**config.mk**
```make
export PLATFORM = sky130hd
export DESIGN_NAME = stick_direction_with_auto_repeat
export DESIGN_NICKNAME = d
export VERILOG_FILES = /design/src/sv/sdar_pkg.sv /design/src/sv/stick_direction_with_auto_repeat.sv /design/src/sv/sdar_classify.sv /design/src/sv/sdar_axis.sv
export SDC_FILE = /design/constraint.sdc
export NUM_CORES = 1
export LEC_CHECK = 0
export ABC_AREA = 1
export BUFFER_PORTS_ARGS = -buffer_cell sky130_fd_sc_hd__buf_2
export CAP_MARGIN = 20
export CELL_PAD_IN_SITES_DETAIL_PLACEMENT = 2
export CELL_PAD_IN_SITES_GLOBAL_PLACEMENT = 2
export CORE_ASPECT_RATIO = 1.4
export CORE_UTILIZATION = 34
export CTS_BUF_LIST = sky130_fd_sc_hd__clkbuf_2 sky130_fd_sc_hd__clkbuf_4 sky130_fd_sc_hd__clkbuf_8
export CTS_CLUSTER_SIZE = 16
export DETAILED_ROUTE_END_ITERATION = 10
export MAX_ROUTING_LAYER = met4
export PLACE_DENSITY_LB_ADDON = 0.1
export SYNTH_ARGS = -nofsm -noshare
export SYNTH_HDL_FRONTEND = slang
export SYNTH_SLANG_ARGS = --single-unit
```
**constraint.sdc**
```tcl
create_clock -name clock -period 3.3 [get_ports clock]
set_clock_uncertainty 0.15 [all_clocks]
set_input_delay 0.33 -clock clock [delete_from_list [all_inputs] [get_ports clock]]
set_output_delay 0.33 -clock clock [all_outputs]
set_load 0.01 [all_outputs]
```
**src/sv/sdar_pkg.sv**
```systemverilog
// ----------------------------------------------------------------------------
// sdar_pkg
// Shared types and constants for the stick direction / auto-repeat block.
// ----------------------------------------------------------------------------
package sdar_pkg;

   typedef enum logic {
      CMD_SAMPLE = 1'b0,
      CMD_TICK   = 1'b1
   } cmd_type;

   typedef enum logic [1:0] {
      CSR_VERT_CODE    = 2'd0,
      CSR_HORIZ_CODE   = 2'd1,
      CSR_REPEAT_DELAY = 2'd2,
      CSR_REPEAT_PER   = 2'd3
   } csr_index_type;

   localparam int CODE_W  = 6;
   localparam int INDEX_W = 4;
   localparam int VALUE_W = 16;
   localparam int LOAD_W  = 16;
   localparam int STEP_W  = 2;

   localparam logic signed [VALUE_W-1:0] SNAP_HIGH = 16'sd16383;
   localparam logic signed [VALUE_W-1:0] SNAP_LOW  = -16'sd16384;

   localparam logic signed [STEP_W-1:0] STEP_NONE = 2'sb00;
   localparam logic signed [STEP_W-1:0] STEP_POS  = 2'sb01;
   localparam logic signed [STEP_W-1:0] STEP_NEG  = 2'sb11;

   localparam logic signed [CODE_W-1:0] VERT_CODE_RESET  = 6'sd2;
   localparam logic signed [CODE_W-1:0] HORIZ_CODE_RESET = 6'sd1;
   localparam logic [LOAD_W-1:0]        DELAY_RESET      = 16'd250;
   localparam logic [LOAD_W-1:0]        PERIOD_RESET     = 16'd50;

   // per-axis event decoded from one beat
   typedef struct packed {
      logic hit;   // sample on this axis
      logic tick;  // millisecond tick
      logic pos;   // snapped value is full scale positive
      logic neg;   // snapped value is full scale negative
   } axis_evt_type;

endpackage

```
**src/sv/stick_direction_with_auto_repeat.sv**
```systemverilog
// ----------------------------------------------------------------------------
// stick_direction_with_auto_repeat
// Analog stick direction detector with per-axis key-style auto-repeat.
// ----------------------------------------------------------------------------
// Request channel (req_*): one beat is a motion sample (command 0) or a
// one millisecond tick (command 1). Response channel (rsp_*): exactly one
// beat per request, carrying a vertical and a horizontal step of -1/0/+1.
// Both channels use valid/stall; the receiver drives stall.
// An accepted request beat first loads the input register; the
// hysteresis/counter update then lands in the response register once it
// can advance. Throughput is one
// beat per cycle; a request is taken while a response waits, and req_stall
// rises only when both registers are full and rsp_stall is high. Axis
// state updates as the beat enters the response register, so consecutive
// beats see each other's effect.
// CSR port (csr_*): four registers, always ready; write only while idle.
// Synchronous reset clears both axis positions, repeat counters and the
// pipeline valids, and loads the register defaults.
// ----------------------------------------------------------------------------
module stick_direction_with_auto_repeat #(
   parameter int TICK_COUNT_WIDTH = 16
) (
   input  logic                                   clock,
   input  logic                                   reset,

   input  logic                                   req_valid,
   output logic                                   req_stall,
   input  logic [0:0]                             req_command,
   input  logic [sdar_pkg::INDEX_W-1:0]           req_axis_index,
   input  logic signed [sdar_pkg::VALUE_W-1:0]    req_axis_value,

   output logic                                   rsp_valid,
   input  logic                                   rsp_stall,
   output logic signed [sdar_pkg::STEP_W-1:0]     rsp_vertical_step,
   output logic signed [sdar_pkg::STEP_W-1:0]     rsp_horizontal_step,

   input  logic                                   csr_valid,
   output logic                                   csr_ready,
   input  logic [1:0]                             csr_index,
   input  logic [sdar_pkg::LOAD_W-1:0]            csr_data
);

   logic                                in_valid_ff;
   sdar_pkg::cmd_type                   in_cmd_ff;
   logic [sdar_pkg::INDEX_W-1:0]        in_idx_ff;
   logic signed [sdar_pkg::VALUE_W-1:0] in_val_ff;

   logic                                rsp_valid_ff;
   logic signed [sdar_pkg::STEP_W-1:0]  vert_step_ff;
   logic signed [sdar_pkg::STEP_W-1:0]  horiz_step_ff;
   logic signed [sdar_pkg::STEP_W-1:0]  vert_step_in;
   logic signed [sdar_pkg::STEP_W-1:0]  horiz_step_in;

   logic signed [sdar_pkg::CODE_W-1:0]  vert_code_ff;
   logic signed [sdar_pkg::CODE_W-1:0]  horiz_code_ff;
   logic [sdar_pkg::LOAD_W-1:0]         delay_ff;
   logic [sdar_pkg::LOAD_W-1:0]         period_ff;

   sdar_pkg::axis_evt_type              vert_evt;
   sdar_pkg::axis_evt_type              horiz_evt;
   sdar_pkg::csr_index_type             csr_sel;

   logic advance;
   logic update;

   assign advance   = ~rsp_valid_ff | ~rsp_stall;
   assign update    = in_valid_ff & advance;
   assign req_stall = in_valid_ff & ~advance;
   assign csr_ready = 1'b1;
   assign csr_sel   = sdar_pkg::csr_index_type'(csr_index);

   // csr
   always_ff @(posedge clock) begin
      if (reset) begin
         vert_code_ff  <= sdar_pkg::VERT_CODE_RESET;
         horiz_code_ff <= sdar_pkg::HORIZ_CODE_RESET;
         delay_ff      <= sdar_pkg::DELAY_RESET;
         period_ff     <= sdar_pkg::PERIOD_RESET;
      end else if (csr_valid & csr_ready) begin
         unique case (csr_sel)
            sdar_pkg::CSR_VERT_CODE:    vert_code_ff  <= csr_data[sdar_pkg::CODE_W-1:0];
            sdar_pkg::CSR_HORIZ_CODE:   horiz_code_ff <= csr_data[sdar_pkg::CODE_W-1:0];
            sdar_pkg::CSR_REPEAT_DELAY: delay_ff      <= csr_data;
            sdar_pkg::CSR_REPEAT_PER:   period_ff     <= csr_data;
            default: ;
         endcase
      end
   end

   // input register
   always_ff @(posedge clock) begin
      if (reset) begin
         in_valid_ff <= 1'b0;
      end else if (~req_stall) begin
         in_valid_ff <= req_valid;
      end
   end

   always_ff @(posedge clock) begin
      if (req_valid & ~req_stall) begin
         in_cmd_ff <= sdar_pkg::cmd_type'(req_command);
         in_idx_ff <= req_axis_index;
         in_val_ff <= req_axis_value;
      end
   end

   sdar_classify u_classify (
      .command    (in_cmd_ff),
      .axis_index (in_idx_ff),
      .axis_value (in_val_ff),
      .vert_code  (vert_code_ff),
      .horiz_code (horiz_code_ff),
      .vert_evt   (vert_evt),
      .horiz_evt  (horiz_evt)
   );

   sdar_axis #(
      .TICK_COUNT_WIDTH (TICK_COUNT_WIDTH)
   ) u_vert (
      .clock         (clock),
      .reset         (reset),
      .enable        (update),
      .evt           (vert_evt),
      .repeat_delay  (delay_ff),
      .repeat_period (period_ff),
      .step          (vert_step_in)
   );

   sdar_axis #(
      .TICK_COUNT_WIDTH (TICK_COUNT_WIDTH)
   ) u_horiz (
      .clock         (clock),
      .reset         (reset),
      .enable        (update),
      .evt           (horiz_evt),
      .repeat_delay  (delay_ff),
      .repeat_period (period_ff),
      .step          (horiz_step_in)
   );

   // response register
   always_ff @(posedge clock) begin
      if (reset) begin
         rsp_valid_ff <= 1'b0;
      end else if (advance) begin
         rsp_valid_ff <= in_valid_ff;
      end
   end

   always_ff @(posedge clock) begin
      if (update) begin
         vert_step_ff  <= vert_step_in;
         horiz_step_ff <= horiz_step_in;
      end
   end

   assign rsp_valid           = rsp_valid_ff;
   assign rsp_vertical_step   = vert_step_ff;
   assign rsp_horizontal_step = horiz_step_ff;

   a_stall_needs_beat : assert property (@(posedge clock) disable iff (reset)
      req_stall |-> (in_valid_ff && rsp_valid_ff))
      else $error("request stalled with a free pipeline slot");

   a_beat_reaches_rsp : assert property (@(posedge clock) disable iff (reset)
      update |=> rsp_valid_ff)
      else $error("beat lost between input and response register");

   a_sample_one_axis : assert property (@(posedge clock) disable iff (reset)
      (update && in_cmd_ff == sdar_pkg::CMD_SAMPLE)
         |=> !(vert_step_ff != sdar_pkg::STEP_NONE && horiz_step_ff != sdar_pkg::STEP_NONE))
      else $error("motion sample stepped both axes");

   a_step_code_legal : assert property (@(posedge clock) disable iff (reset)
      rsp_valid_ff |-> (vert_step_ff != 2'sb10 && horiz_step_ff != 2'sb10))
      else $error("illegal step code");

endmodule

```
**src/sv/sdar_classify.sv**
```systemverilog
// ----------------------------------------------------------------------------
// sdar_classify
// Matches a sample to an axis, applies the sign flip and snaps the value.
// ----------------------------------------------------------------------------
module sdar_classify (
   input  sdar_pkg::cmd_type                         command,
   input  logic [sdar_pkg::INDEX_W-1:0]              axis_index,
   input  logic signed [sdar_pkg::VALUE_W-1:0]       axis_value,
   input  logic signed [sdar_pkg::CODE_W-1:0]        vert_code,
   input  logic signed [sdar_pkg::CODE_W-1:0]        horiz_code,
   output sdar_pkg::axis_evt_type                    vert_evt,
   output sdar_pkg::axis_evt_type                    horiz_evt
);

   logic [sdar_pkg::CODE_W-1:0] vert_mag;
   logic [sdar_pkg::CODE_W-1:0] horiz_mag;
   logic [sdar_pkg::CODE_W-1:0] index_plus_one;
   logic                        vert_match;
   logic                        horiz_match;
   logic                        sgn_pos;
   logic                        sgn_neg;
   logic                        is_high;
   logic                        is_low;
   logic                        sample;
   logic                        snap_pos;
   logic                        snap_neg;

   assign vert_mag  = vert_code[sdar_pkg::CODE_W-1] ? sdar_pkg::CODE_W'(-vert_code)
                                                     : sdar_pkg::CODE_W'(vert_code);
   assign horiz_mag = horiz_code[sdar_pkg::CODE_W-1] ? sdar_pkg::CODE_W'(-horiz_code)
                                                       : sdar_pkg::CODE_W'(horiz_code);
   assign index_plus_one = sdar_pkg::CODE_W'(axis_index) + sdar_pkg::CODE_W'(1);

   // zero code has magnitude zero and never matches
   assign vert_match  = (vert_mag == index_plus_one);
   assign horiz_match = (horiz_mag == index_plus_one);

   // horizontal code wins the sign when both name the same axis
   always_comb begin
      priority if (horiz_match) begin
         sgn_pos = ~horiz_code[sdar_pkg::CODE_W-1] & (horiz_code != '0);
         sgn_neg = horiz_code[sdar_pkg::CODE_W-1];
      end else if (vert_match) begin
         sgn_pos = ~vert_code[sdar_pkg::CODE_W-1] & (vert_code != '0);
         sgn_neg = vert_code[sdar_pkg::CODE_W-1];
      end else begin
         sgn_pos = 1'b0;
         sgn_neg = 1'b0;
      end
   end

   assign is_high  = (axis_value > sdar_pkg::SNAP_HIGH);
   assign is_low   = (axis_value < sdar_pkg::SNAP_LOW);
   assign snap_pos = (is_high & sgn_pos) | (is_low & sgn_neg);
   assign snap_neg = (is_high & sgn_neg) | (is_low & sgn_pos);
   assign sample   = (command == sdar_pkg::CMD_SAMPLE);

   // vertical detector takes precedence on a shared axis
   always_comb begin
      vert_evt.hit   = sample & vert_match;
      vert_evt.tick  = ~sample;
      vert_evt.pos   = snap_pos;
      vert_evt.neg   = snap_neg;
      horiz_evt.hit  = sample & horiz_match & ~vert_match;
      horiz_evt.tick = ~sample;
      horiz_evt.pos  = snap_pos;
      horiz_evt.neg  = snap_neg;
   end

endmodule

```
**src/sv/sdar_axis.sv**
```systemverilog
// ----------------------------------------------------------------------------
// sdar_axis
// Hysteresis position and auto-repeat counter for one axis.
// ----------------------------------------------------------------------------
module sdar_axis #(
   parameter int TICK_COUNT_WIDTH = 16
) (
   input  logic                                  clock,
   input  logic                                  reset,
   input  logic                                  enable,
   input  sdar_pkg::axis_evt_type                evt,
   input  logic [sdar_pkg::LOAD_W-1:0]           repeat_delay,
   input  logic [sdar_pkg::LOAD_W-1:0]           repeat_period,
   output logic signed [sdar_pkg::STEP_W-1:0]    step
);

   localparam logic [32:0] CountMax = (33'd1 << TICK_COUNT_WIDTH) - 33'd1;

   logic signed [sdar_pkg::STEP_W-1:0] position_ff;
   logic signed [sdar_pkg::STEP_W-1:0] position_in;
   logic                               armed_ff;
   logic                               armed_in;
   logic [TICK_COUNT_WIDTH-1:0]        ticks_left_ff;
   logic [TICK_COUNT_WIDTH-1:0]        ticks_left_in;
   logic [TICK_COUNT_WIDTH-1:0]        delay_load;
   logic [TICK_COUNT_WIDTH-1:0]        period_load;

   function automatic logic [TICK_COUNT_WIDTH-1:0] load_value(
      input logic [sdar_pkg::LOAD_W-1:0] v
   );
      logic [32:0] v_wide;
      v_wide = 33'(v);
      if (v == '0) begin
         return TICK_COUNT_WIDTH'(1);
      end else if (v_wide > CountMax) begin
         return CountMax[TICK_COUNT_WIDTH-1:0];
      end else begin
         return v_wide[TICK_COUNT_WIDTH-1:0];
      end
   endfunction

   assign delay_load  = load_value(repeat_delay);
   assign period_load = load_value(repeat_period);

   always_comb begin
      position_in   = position_ff;
      armed_in      = armed_ff;
      ticks_left_in = ticks_left_ff;
      step          = sdar_pkg::STEP_NONE;
      if (evt.tick) begin
         if (armed_ff) begin
            if (ticks_left_ff <= TICK_COUNT_WIDTH'(1)) begin
               ticks_left_in = period_load;
               step          = position_ff;
            end else begin
               ticks_left_in = ticks_left_ff - TICK_COUNT_WIDTH'(1);
            end
         end
      end else if (evt.hit) begin
         priority if (evt.pos) begin
            if (position_ff != sdar_pkg::STEP_POS) begin
               position_in   = sdar_pkg::STEP_POS;
               armed_in      = 1'b1;
               ticks_left_in = delay_load;
               step          = sdar_pkg::STEP_POS;
            end
         end else if (evt.neg) begin
            if (position_ff != sdar_pkg::STEP_NEG) begin
               position_in   = sdar_pkg::STEP_NEG;
               armed_in      = 1'b1;
               ticks_left_in = delay_load;
               step          = sdar_pkg::STEP_NEG;
            end
         end else begin
            position_in = sdar_pkg::STEP_NONE;
            armed_in    = 1'b0;
         end
      end
   end

   always_ff @(posedge clock) begin
      if (reset) begin
         position_ff   <= sdar_pkg::STEP_NONE;
         armed_ff      <= 1'b0;
         ticks_left_ff <= '0;
      end else if (enable) begin
         position_ff   <= position_in;
         armed_ff      <= armed_in;
         ticks_left_ff <= ticks_left_in;
      end
   end

endmodule
```
Word-level counts from Yosys, hierarchy flattened --
Cells that the tools add are included. Widths: inputs -> output; s select.
Word-level totals: flip-flop bits (word level) 109, input bits 44, output and inout bits 7, logic and storage cells 140
Cells by class: add/subtract/negate cells 5, $lt $le $gt $ge 4, equality and inequality tests 17, multiplexer cells 56, bitwise gates (word level) 23, reductions and logical operators 18
Operators with widths (count):
- $mux 16 | 18
- $mux 2 | 22
- $le 16x1->1 const B | 2
- $logic_not 16->1 | 2
- $sub 16x1->16 const B | 2
- $gt 16x15->1 const B | 1
- $lt 16x15->1 const B | 1
- $mux 1 | 14
- $and 1x1->1 | 12
- $eq 6x6->1 | 2
- $mux 6 | 2
- $ne 2x1->1 const B | 6
- $neg 6->6 | 2
- $reduce_and 6->1 | 2
- $reduce_bool 6->1 | 2
- $reduce_and 5->1 | 2
- $reduce_bool 3->1 | 3
- $not 1->1 | 8
- $reduce_and 2->1 | 4
- $ne 3x1->1 const B | 2
- $ne 3x2->1 const B | 2
- $add 4x1->5 const B | 1
- $eq 2x2->1 const B | 2
- $ne 2x2->1 const B | 2
- other kinds (4) | 7

Longest topological paths before layout --
Gate-level depths: netlist of the first run.
word-level depth 11, depth in mapped cells 21, mapped depth without buffers 20

Modules after synthesis --
From an unflattened synthesis of the first run, not the netlist that was laid out.
Second synthesis, totals: cell total of the unflattened synthesis 1018, area, all modules 6677.7 sq um
Modules (own cells, without submodules):
- sdar_axis | times used 2, cells each 291, area an instance 1702.9 sq um, seq. area each 360.3 sq um
- stick_direction_with_auto_repeat | times used 1, cells each 306, area an instance 2615.0 sq um, seq. area each 1671.6 sq um
- sdar_classify | times used 1, cells each 130, area an instance 656.9 sq um, seq. area each 0.0 sq um

Worst setup path before layout of the first run --
No wires, ideal clock.
path type reg2reg, start register in_idx_ff[0] in the netlist's numbering, end register u_horiz.ticks_left_ff[10], library setup time 0.113 ns, arrival time 2.272 ns, data required time 3.037 ns, slack 0.765 ns, stages on the path, launching flop included 18, path buffers 1, clock period less this slack 2.535 ns, cell sequence edfxtp_1 > ha_1 > nand3_1 > xor2_1 > nand2_1 > nand2_1 > nand2_1 > inv_1 > nand2_2 > nand2_1 > nand3_1 > nand2_2 > inv_1 > a21oi_4 > buf_2 > nand3_1 > nand2_1 > nor2_1
On the way: word-level cells in the longest chain between the ends 9, elaborated cells on any way between the ends 24, those cells by class add/sub: 1; eq/ne: 3; mux: 7; bitwise: 9; reduce/logical: 4
Ends and longest elaborated chain:
- from (decl) | RTL line stick_direction_with_auto_repeat.sv:45 | logic [sdar_pkg::INDEX_W-1:0] in_idx_ff;
- from (signal assigned) | RTL line stick_direction_with_auto_repeat.sv:102 | in_idx_ff <= req_axis_index;
- $add 4x1->5 * | RTL line sdar_classify.sv:32 | assign index_plus_one = sdar_pkg::CODE_W'(axis_index) + sdar_pkg::CODE_W'(1);
- branches (longest 8 deep; another with $eq 6x6->1)
- to (signal assigned) | RTL line sdar_axis.sv:89 | ticks_left_ff <= ticks_left_in;
- to (decl) | RTL line sdar_axis.sv:23 | logic [TICK_COUNT_WIDTH-1:0] ticks_left_ff;
Mark *: on every way between the ends. The select of a mux whose other input is x is not followed. A chain may end at the register's enable or synchronous reset.

Worst setup path after layout of the first run --
start register in_idx_ff[1] in the netlist's numbering, end register u_horiz.ticks_left_ff[12]
The elaborated chain is that of the path after synthesis.

==> flow_metrics.tcl, run 1 <==
set metrics [dict create \
    status "completed" \
    ir_drop_mv 0.177 \
    grt_pass1_vias 6269 \
    path_max_fanout 32 \
    min_period_over_period 0.919 \
    htree_levels 3 \
    fin_setup_tns_ps 0 \
    place_ws_ps 280 \
    gr-total-overflow 0 \
    tritoncts "yes" \
    coreArea_sq_mm 0.0157 \
    critPathRequiredTime_ps 3420 \
    ys_ff_latch 93 \
    cts_resized 0 \
    seq_area_sq_mm 0.00197 \
    cts_buffer_depth 2 \
    drive_above_1_share 0.106 \
    powerDensity_mw_per_mm2 428 \
    dr.first_iter.drc_count 200 \
    worstSetupPathType "register to register" \
    pin_count 51 \
    cts_sinks 93 \
    cts_buffers 9 \
    vias_per_cell 5.35 \
    ctsRootBufferMaster "clkbuf_8" \
    end_kind "register" \
    postSynthNetCount 882 \
    hp-start "csr_data[10]" \
    synth.distinct_cells 40 \
    antenna_found_initial 0 \
    max_stage_delay_ps 470 \
    postRouteAntennaNets 0 \
    syn_to_final_growth_pct 12.2 \
    final_common_cell "nand2_1" \
    fp.dieArea_sq_mm 0.0167 \
    drv_slew 0 \
    fp.dieW_microns 110 \
    ys_warn_count 0 \
    hp-class "input pin to register" \
    crit_top_cell "nand2_1" \
    antennaDiodeCount 0 \
    hold_viol 0 \
    track_usage 0.264 \
    fill_cells 1937 \
    synth_area_sq_mm 0.00551 \
    post-route-util 0.394 \
    hpwlAfterDp_microns 15700 \
    start_kind "register" \
    path_buf_inv 4 \
    relSlewSlack 0.474 \
    critPathArrivalTime_ps 3160 \
    start_util 0.351 \
    grt_start_max_net_pins 33 \
    insertion_delay_ps 380 \
    crit_chain "ha_1, inv_1, nand2_1, nand2_1, inv_1, nand2_1, nor2_1, nand4_1, nand2_1, nand3_1, nand2_2, inv_1, a21oi_4, buf_12, nand3_1, nand2_1, nor2_1" \
    timing.final.ws_setup_ps 266 \
    syn_inst 831 \
    rows 54 \
    drt-pass1-iter-count 4 \
    r2r_start "in_idx_ff[1]" \
    fmax_mhz 330 \
    num_vias 5708 \
    die_y_microns 153 \
    maxCapViolCount 0 \
    grt_first_pass_wirelength_microns 32500 \
    mostFrequentLayoutCells "147 x nand2_1, 142 x nor2_1, 87 x inv_1" \
    wl_per_cell_microns 19.1 \
    io_buffers 35 \
    slowest_stage "edfxtp_1" \
    final_nets 917 \
    p_leak_nw 2.69 \
    clkSlewWorstSetupHoldPaths_ps 100 \
    seq_area_frac_synth 0.358 \
    multi_input_area_sq_mm 0.00302 \
    avgSynthCellArea_sq_um 6.62 \
    path_delay_family "simple AND/OR/NAND/NOR gates" \
    wirelength_microns 20400 \
    period_minus_slack_ps 3030 \
    yosys-top-cells-area "dfxtp_1 30%, nand2_1 10%, nor2_1 9.7%" \
    crit_path_start "in_idx_ff[1]" \
    drc 0 \
    worstMarginPinSlew_ps 782 \
    gp_congestion 0.835 \
    setup_viol 0 \
    hold_ws_ps 37.0 \
    synth.top_cell.area_share 0.298 \
    yosys.area.top_type "dfxtp_1" \
]
what timing repair did:
action | in CTS | in global routing
endpoints found under the hold margin | 7 | 0
buffers inserted | 0 | 1
hold buffers | 7 | 0
endpoints found under the setup margin | 0 | 3
per-layer routing:
| metal | global-route usage | wire length (microns) | part of all wire | vias up |
|---|---|---|---|---|
| met5 | - | 0 | 0 | - |
| met4 | 0.116 | 791 | 0.039 | 0 |
| met3 | 0.0368 | 464 | 0.023 | 42 |
| met2 | 0.494 | 11500 | 0.56 | 74 |
| met1 | 0.264 | 7650 | 0.38 | 2794 |
| li1 | - | - | - | 2798 |
Yosys cell counts, drive strengths merged:
cell    instances
nand2         152
nand3          77
nor2          148
edfxtp         11
buf            14
nor4b           1
conb            1
clkinv          3
o21ai          71
xnor2          11
ha              7
inv            90
a21oi          72
o211ai         12
or2             2
nand4          11
clkbuf         20
o21a            1
xor2           12
a311oi          3
a31oi           6
nor3            7
dfxtp          82
nor3b           1
a211oi          2
nor4           12
o311ai          1
a21boi          1
through the flow:
stage | power, mW | instance area (sq um) | cells
floorplan | 1.63 | 5510 | 831
global placement | 1.81 | 5890 | 1043
detailed placement | 1.84 | 5890 | 1043
CTS | 2.67 | 6150 | 1066
global route | 2.78 | 6170 | 1067
finish | 2.64 | 6170 | 1067
worst register-to-register path: stages, from the launching register on:
cell	delay [ps]
edfxtp_1	470
ha_1	400
inv_1	70
nand2_1	70
nand2_1	50
inv_1	50
nand2_1	50
nor2_1	260
nand4_1	150
nand2_1	150
nand3_1	100
nand2_2	150
inv_1	120
a21oi_4	190
buf_12	210
nand3_1	170
nand2_1	90
nor2_1	40
cell type report:
type                    instances  area share
repair buffers                 58      0.0632
well taps                     196      0.0397
flip-flops and latches         93       0.319
inverters                      93      0.0565
clock buffers                  11      0.0225
multi-input cells             611       0.489
clock inverters                 5     0.00973
cell families (layout without fill, tap and decap cells):
family	count (synthesis)	count (layout)	share of synthesized area
simple gates	411	411	0.325
compound gates	169	169	0.168
buf+inv	127	167	0.0934
flops	93	93	0.358
xor+xnor	23	23	0.0380
fa+ha+maj	7	7	0.0159
other cells	1	1	0.000681
state kept, by name, summed over array words and instances (netlist names), 2 cells and up:
name	count
delay_ff	16
period_ff	16
u_horiz.ticks_left_ff	16
u_vert.ticks_left_ff	16
horiz_code_ff	6
vert_code_ff	6
in_idx_ff	4
in_val_ff	2
rsp_horizontal_step	2
rsp_vertical_step	2
u_vert.position_ff	2
where the power goes:
part	internal, mW	leakage (nW)	switching [mW]
clock network	0.371	0.101	0.447
logic	0.197	1.81	0.391
registers	1.19	0.775	0.0487
total	1.76	2.69	0.887
final timing paths:
kind	to	depth (start not counted)	slack, ps
max	u_horiz.ticks_left_ff[12]	17	270
min	period_ff[10]	3	40
max reg2reg	u_horiz.ticks_left_ff[12]	17	270
min reg2reg	rsp_valid	2	340
(Power assumes the default switching activity.)
==> run 2: changes to the inputs <==
==> constraint.sdc (replaced) <==
create_clock -name clock -period 3.1 [get_ports clock]
set_clock_uncertainty 0.15 [all_clocks]
set_input_delay 0.31 -clock clock [delete_from_list [all_inputs] [get_ports clock]]
set_output_delay 0.31 -clock clock [all_outputs]
set_load 0.01 [all_outputs]
==> flow_metrics.tcl, run 2 (same netlist as run 1, synthesis figures left out) <==
set metrics [dict create \
    status "completed" \
    start_util 0.351 \
    power_switching_mw 0.952 \
    syn_to_final_growth_pct 12.9 \
    rows 54 \
    hpwlAfterDp_microns 15400 \
    p_leak_nw 2.69 \
    path_buf_inv 2 \
    clkSlewWorstSetupHoldPaths_ps 100 \
    crit_chain "ha_4, nand3_1, xor2_1, nand2_1, nand2_1, nand2_1, inv_1, nand2_2, nand2_1, nand3_2, nand2_4, nor2_2, a21oi_4, clkbuf_16, nand3_1, nand2_1, nor2_1" \
    clkPwrFrac 0.289 \
    worstSetupPathType "register to register" \
    vias_per_cell 5.38 \
    tritoncts "yes" \
    end_kind "register" \
    start_kind "register" \
    fp.dieW_microns 110 \
    wl_per_cell_microns 19.1 \
    path_delay_family "simple AND/OR/NAND/NOR gates" \
    worstHoldEndpoint "delay_ff[9]" \
    htree_levels 3 \
    critPathRequiredTime_ps 3240 \
    antennaDiodeCount 0 \
    gr-total-overflow 0 \
    grt_start_max_net_pins 36 \
    critPathArrivalTime_ps 3040 \
    coreArea_sq_mm 0.0157 \
    final_nets 918 \
    setup_viol 0 \
    mostFrequentLayoutCells "146 x nand2_1, 141 x nor2_1, 87 x inv_1" \
    postRouteAntennaNets 0 \
    grt_first_pass_wirelength_microns 32100 \
    ctsRootBufferMaster "clkbuf_8" \
    ir_drop_mv 0.270 \
    hold_viol 0 \
    cts_buffers 9 \
    fin_setup_tns_ps 0 \
    fill_cells 1961 \
    pin_count 51 \
    relSlewSlack 0.546 \
    wirelength_microns 20400 \
    internal_power_mw 1.79 \
    track_usage 0.260 \
    post-route-util 0.396 \
    r2r.worst_path.cells 17 \
    dr.first_iter.drc_count 217 \
    num_vias 5737 \
    fmax_mhz 346 \
    drt-pass1-iter-count 4 \
    period_minus_slack_ps 2890 \
    rrSetupSlack_ps 210 \
    crit_top_cell "nand2_1" \
    fp.dieArea_sq_mm 0.0167 \
    gp_congestion 0.837 \
    final_common_cell "nand2_1" \
    cts_buffer_depth 2 \
    switching_share 0.347 \
    rsz0062_at_grt "no" \
    drive_above_1_share 0.111 \
    path_max_fanout 16 \
    drc 0 \
    whs_path_depth 3 \
    seqPwrFrac 0.480 \
    min_period_over_period 0.934 \
    hp-start "csr_data[9]" \
    max_stage_delay_ps 490 \
    cts_sinks 93 \
    comb_power_share 0.231 \
    slowest_stage "edfxtp_1" \
    maxCapViolCount 0 \
    worstMarginPinSlew_ps 674 \
    die_y_microns 153 \
    insertion_delay_ps 400 \
    powerDensity_mw_per_mm2 442 \
    grt_pass1_vias 6282 \
    r2r-end "u_vert.ticks_left_ff[7]" \
    antenna_found_initial 0 \
    drv_slew 0 \
    io_buffers 35 \
    hp-class "input pin to register" \
    r2r_start "in_idx_ff[1]" \
]
[run 2: cell types whose count changed in the layout (fill, tap and decap cells not counted), sizes merged]
cell    before  now
bufinv       1    0
clkinv       5    6
[run 2: timing repair]
action	CTS	global route
hold buffers	7	0
endpoints found under the setup margin	1	32
cloned	0	1
hold endpoints to repair	7	0
setup buffers	1	1
pin swaps	1	2
resized for setup	0	7
[run 2: cell type report]
class / count / area, sq um / area share
Multi-Input combinational cell: 611 / 3050 / 0.490
Tap cell: 196 / 245 / 0.0395
Inverter: 93 / 349 / 0.0562
Clock buffer: 10 / 138 / 0.0221
Timing Repair Buffer: 59 / 428 / 0.0689
Sequential cell: 93 / 1970 / 0.317
Clock inverter: 5 / 35.0 / 0.00564
[run 2: how the worst max path moves through the flow]
stage | to | from | slack, ps | cells past startpoint
floorplan | u_horiz.ticks_left_ff[10] | in_idx_ff[0] | 570 | 17
global placement | u_vert.ticks_left_ff[12] | in_idx_ff[1] | 240 | 15
detailed placement | u_vert.ticks_left_ff[5] | in_idx_ff[1] | 40 | 15
CTS | u_vert.ticks_left_ff[5] | in_idx_ff[1] | 50 | 17
global route | u_vert.ticks_left_ff[5] | horiz_code_ff[0] | 8 | 18
finish | u_vert.ticks_left_ff[7] | in_idx_ff[1] | 210 | 17
[run 2: per-layer routing]
| layer | vias up | global-route usage | share of wire |
|---|---|---|---|
| li1 | 2803 | - | - |
| met1 | 2814 | 0.254 | 0.38 |
| met2 | 80 | 0.493 | 0.56 |
| met3 | 40 | 0.0308 | 0.023 |
| met4 | 0 | 0.119 | 0.036 |
| met5 | - | - | 0 |
[run 2: power by group through the flow]
stage | Combinational [mW] | Sequential, mW | Clock (mW)
floorplan | 0.418 | 1.32 | 0
global placement | 0.586 | 1.34 | 0
detailed placement | 0.610 | 1.34 | 0
CTS | 0.626 | 1.32 | 0.817
global route | 0.709 | 1.32 | 0.853
finish | 0.633 | 1.32 | 0.793
[run 2: worst reg2reg max path: stages, from the launching register on]
cell and delay [ps]:
edfxtp_1 490, ha_4 230, nand3_1 160, xor2_1 180
nand2_1 70, nand2_1 50, nand2_1 50, inv_1 120
nand2_2 70, nand2_1 110, nand3_2 140, nand2_4 150
nor2_2 80, a21oi_4 290, clkbuf_16 250, nand3_1 90
nand2_1 70, nor2_1 50
[run 2: stage by stage]
step,worst slack [ps],area (sq um),total power [mW],instances,hold WS (ps)
6_report,206,6210,2.74,1067,17.9
5_1_grt,8.01,6210,2.89,1067,26.5
4_1_cts,52.6,6140,2.76,1065,10.7
3_5_place_dp,36.5,5880,1.95,1042,328
3_3_place_gp,245,5880,1.93,1042,314
2_1_floorplan,565,5510,1.74,831,229
==> run 3: changes to the inputs <==
--- a/config.mk
+++ b/config.mk
@@ -10,7 +10,7 @@
 export CAP_MARGIN = 20
 export CELL_PAD_IN_SITES_DETAIL_PLACEMENT = 2
 export CELL_PAD_IN_SITES_GLOBAL_PLACEMENT = 2
-export CORE_ASPECT_RATIO = 1.4
+export CORE_ASPECT_RATIO = 2
 export CORE_UTILIZATION = 34
 export CTS_BUF_LIST = sky130_fd_sc_hd__clkbuf_2 sky130_fd_sc_hd__clkbuf_4 sky130_fd_sc_hd__clkbuf_8
 export CTS_CLUSTER_SIZE = 16
==> constraint.sdc (replaced) <==
create_clock -name clock -period 3.1 [get_ports clock]
set_clock_uncertainty 0.15 [all_clocks]
set_input_delay 0.31 -clock clock [delete_from_list [all_inputs] [get_ports clock]]
set_output_delay 0.31 -clock clock [all_outputs]
set_load 0.1 [all_outputs]
==> flow_metrics.tcl, run 3 (same netlist as run 1, synthesis figures left out) <==
set metrics [dict create \
    period_minus_slack_ps 2850 \
    hp-class "input pin to register" \
    maxCapViolCount 0 \
    die_y_microns 182 \
    fin_setup_tns_ps 0 \
    ir_drop_mv 0.243 \
    insertion_delay_ps 390 \
    drc 0 \
    end_kind "register" \
    syn_to_final_growth_pct 14.3 \
    hpwlAfterDp_microns 16800 \
    track_usage 0.273 \
    cts_buffer_depth 2 \
    hold_viol 0 \
    status "completed" \
    wirelength_microns 21400 \
    pin_count 51 \
    critPathArrivalTime_ps 2990 \
    vias_per_cell 5.41 \
    antennaDiodeCount 0 \
    tritoncts "yes" \
    wl_per_cell_microns 19.9 \
    path_max_fanout 32 \
    setup_viol 0 \
    critPathRequiredTime_ps 3240 \
    final_common_cell "nand2_1" \
    io_buffers 35 \
    start_kind "register" \
    postRouteAntennaNets 0 \
    fmax_mhz 351 \
    hold_ws_ps 7.18 \
    final-instance-count-excl-fill 1077 \
    num_vias 5822 \
    clkSlewWorstSetupHoldPaths_ps 100 \
    rows 65 \
    ctsRootBufferMaster "clkbuf_8" \
    dr.first_iter.drc_count 203 \
    fill_cells 1965 \
    worstMarginPinSlew_ps 626 \
    p_leak_nw 2.73 \
    gr-total-overflow 0 \
    cts_sinks 93 \
    fp.dieW_microns 92.0 \
    relSlewSlack 0.582 \
    grt_first_pass_wirelength_microns 33700 \
    powerDensity_mw_per_mm2 458 \
    rsz0062_at_grt "no" \
    grt_pass1_vias 6430 \
    htree_levels 3 \
    coreArea_sq_mm 0.0158 \
    fp.dieArea_sq_mm 0.0167 \
    start_util 0.349 \
    drv_slew 0 \
    final_nets 922 \
    timing.final.ws_setup_ps 252 \
    drt-pass1-iter-count 6 \
    grt_start_max_net_pins 36 \
    antenna_found_initial 0 \
    gp_congestion 0.886 \
    mostFrequentLayoutCells "146 x nand2_1, 141 x nor2_1, 87 x inv_1" \
    place_ws_ps -76.6 \
    drive_above_1_share 0.115 \
    min_period_over_period 0.919 \
    dp.cells 1050 \
    cts_buffers 9 \
    worstSetupPathType "register to register" \
]
==> run 3: layout make-up <==
cell class / instances / area [sq um] / area share
repair buffers: 63 / 478 / 0.0759
inverters: 93 / 349 / 0.0555
clock buffers: 12 / 153 / 0.0243
clock inverters: 4 / 53.8 / 0.00855
flip-flops and latches: 93 / 1970 / 0.313
well taps: 201 / 251 / 0.0400
multi-input cells: 611 / 3040 / 0.483
==> run 3: path summary, 6_finish.rpt <==
| kind | startpoint | end | slack, ps | depth (start not counted) |
|---|---|---|---|---|
| max | vert_code_ff[0] | u_vert.ticks_left_ff[8] | 250 | 18 |
| min reg2reg | period_ff[0] | period_ff[0] | 340 | 2 |
| min | csr_data[6] | period_ff[6] | 7 | 3 |
| max reg2reg | vert_code_ff[0] | u_vert.ticks_left_ff[8] | 250 | 18 |
==> run 3: stage by stage <==
step,util,instance area [sq um],power (mW)
after floorplan,-,5510,1.76
final,0.399,6290,2.89
after detailed placement,0.377,5950,2.00
after global placement,0.377,5950,1.97
after CTS,0.395,6230,2.91
after global routing,0.399,6290,3.02
==> run 3: worst max-delay path, cell delays in order, from the launching register on <==
cell and delay (ps):
dfxtp_1 390, inv_1 100, ha_1 250, o21ai_2 210, nand2_1 70, nand2_1 70, nand2_1 50, nor2_1 100
buf_4 140, nand4_1 80, nand2_1 120, nand3_2 120, nand2_4 130, nor2_2 80, a21oi_4 170, buf_12 210
nand3_1 160, nand2_1 100, nor2_1 40
==> run 3: power by group <==
part | switching (mW) | internal [mW] | total (mW) | leakage (nW)
combinational | 0.444 | 0.222 | 0.665 | 1.85
sequential | 0.0554 | 1.26 | 1.32 | 0.775
clock | 0.480 | 0.419 | 0.899 | 0.108
==> run 3: metal layers <==
metal  wire length [microns]  up-vias  track usage
met5                       0        -            -
met2                   12700       93        0.553
met1                    7180     2858        0.230
met4                    1200        0        0.166
li1                        -     2814            -
met3                     348       57       0.0235
==> run 3: what timing repair did <==
item / CTS / global route
pin swaps: 0 / 2
setup endpoints to repair: 6 / 27
setup buffers: 0 / 4
hold buffers: 7 / 0
endpoints found under the hold margin: 7 / 0
gates cloned: 0 / 0
resized for setup: 1 / 3
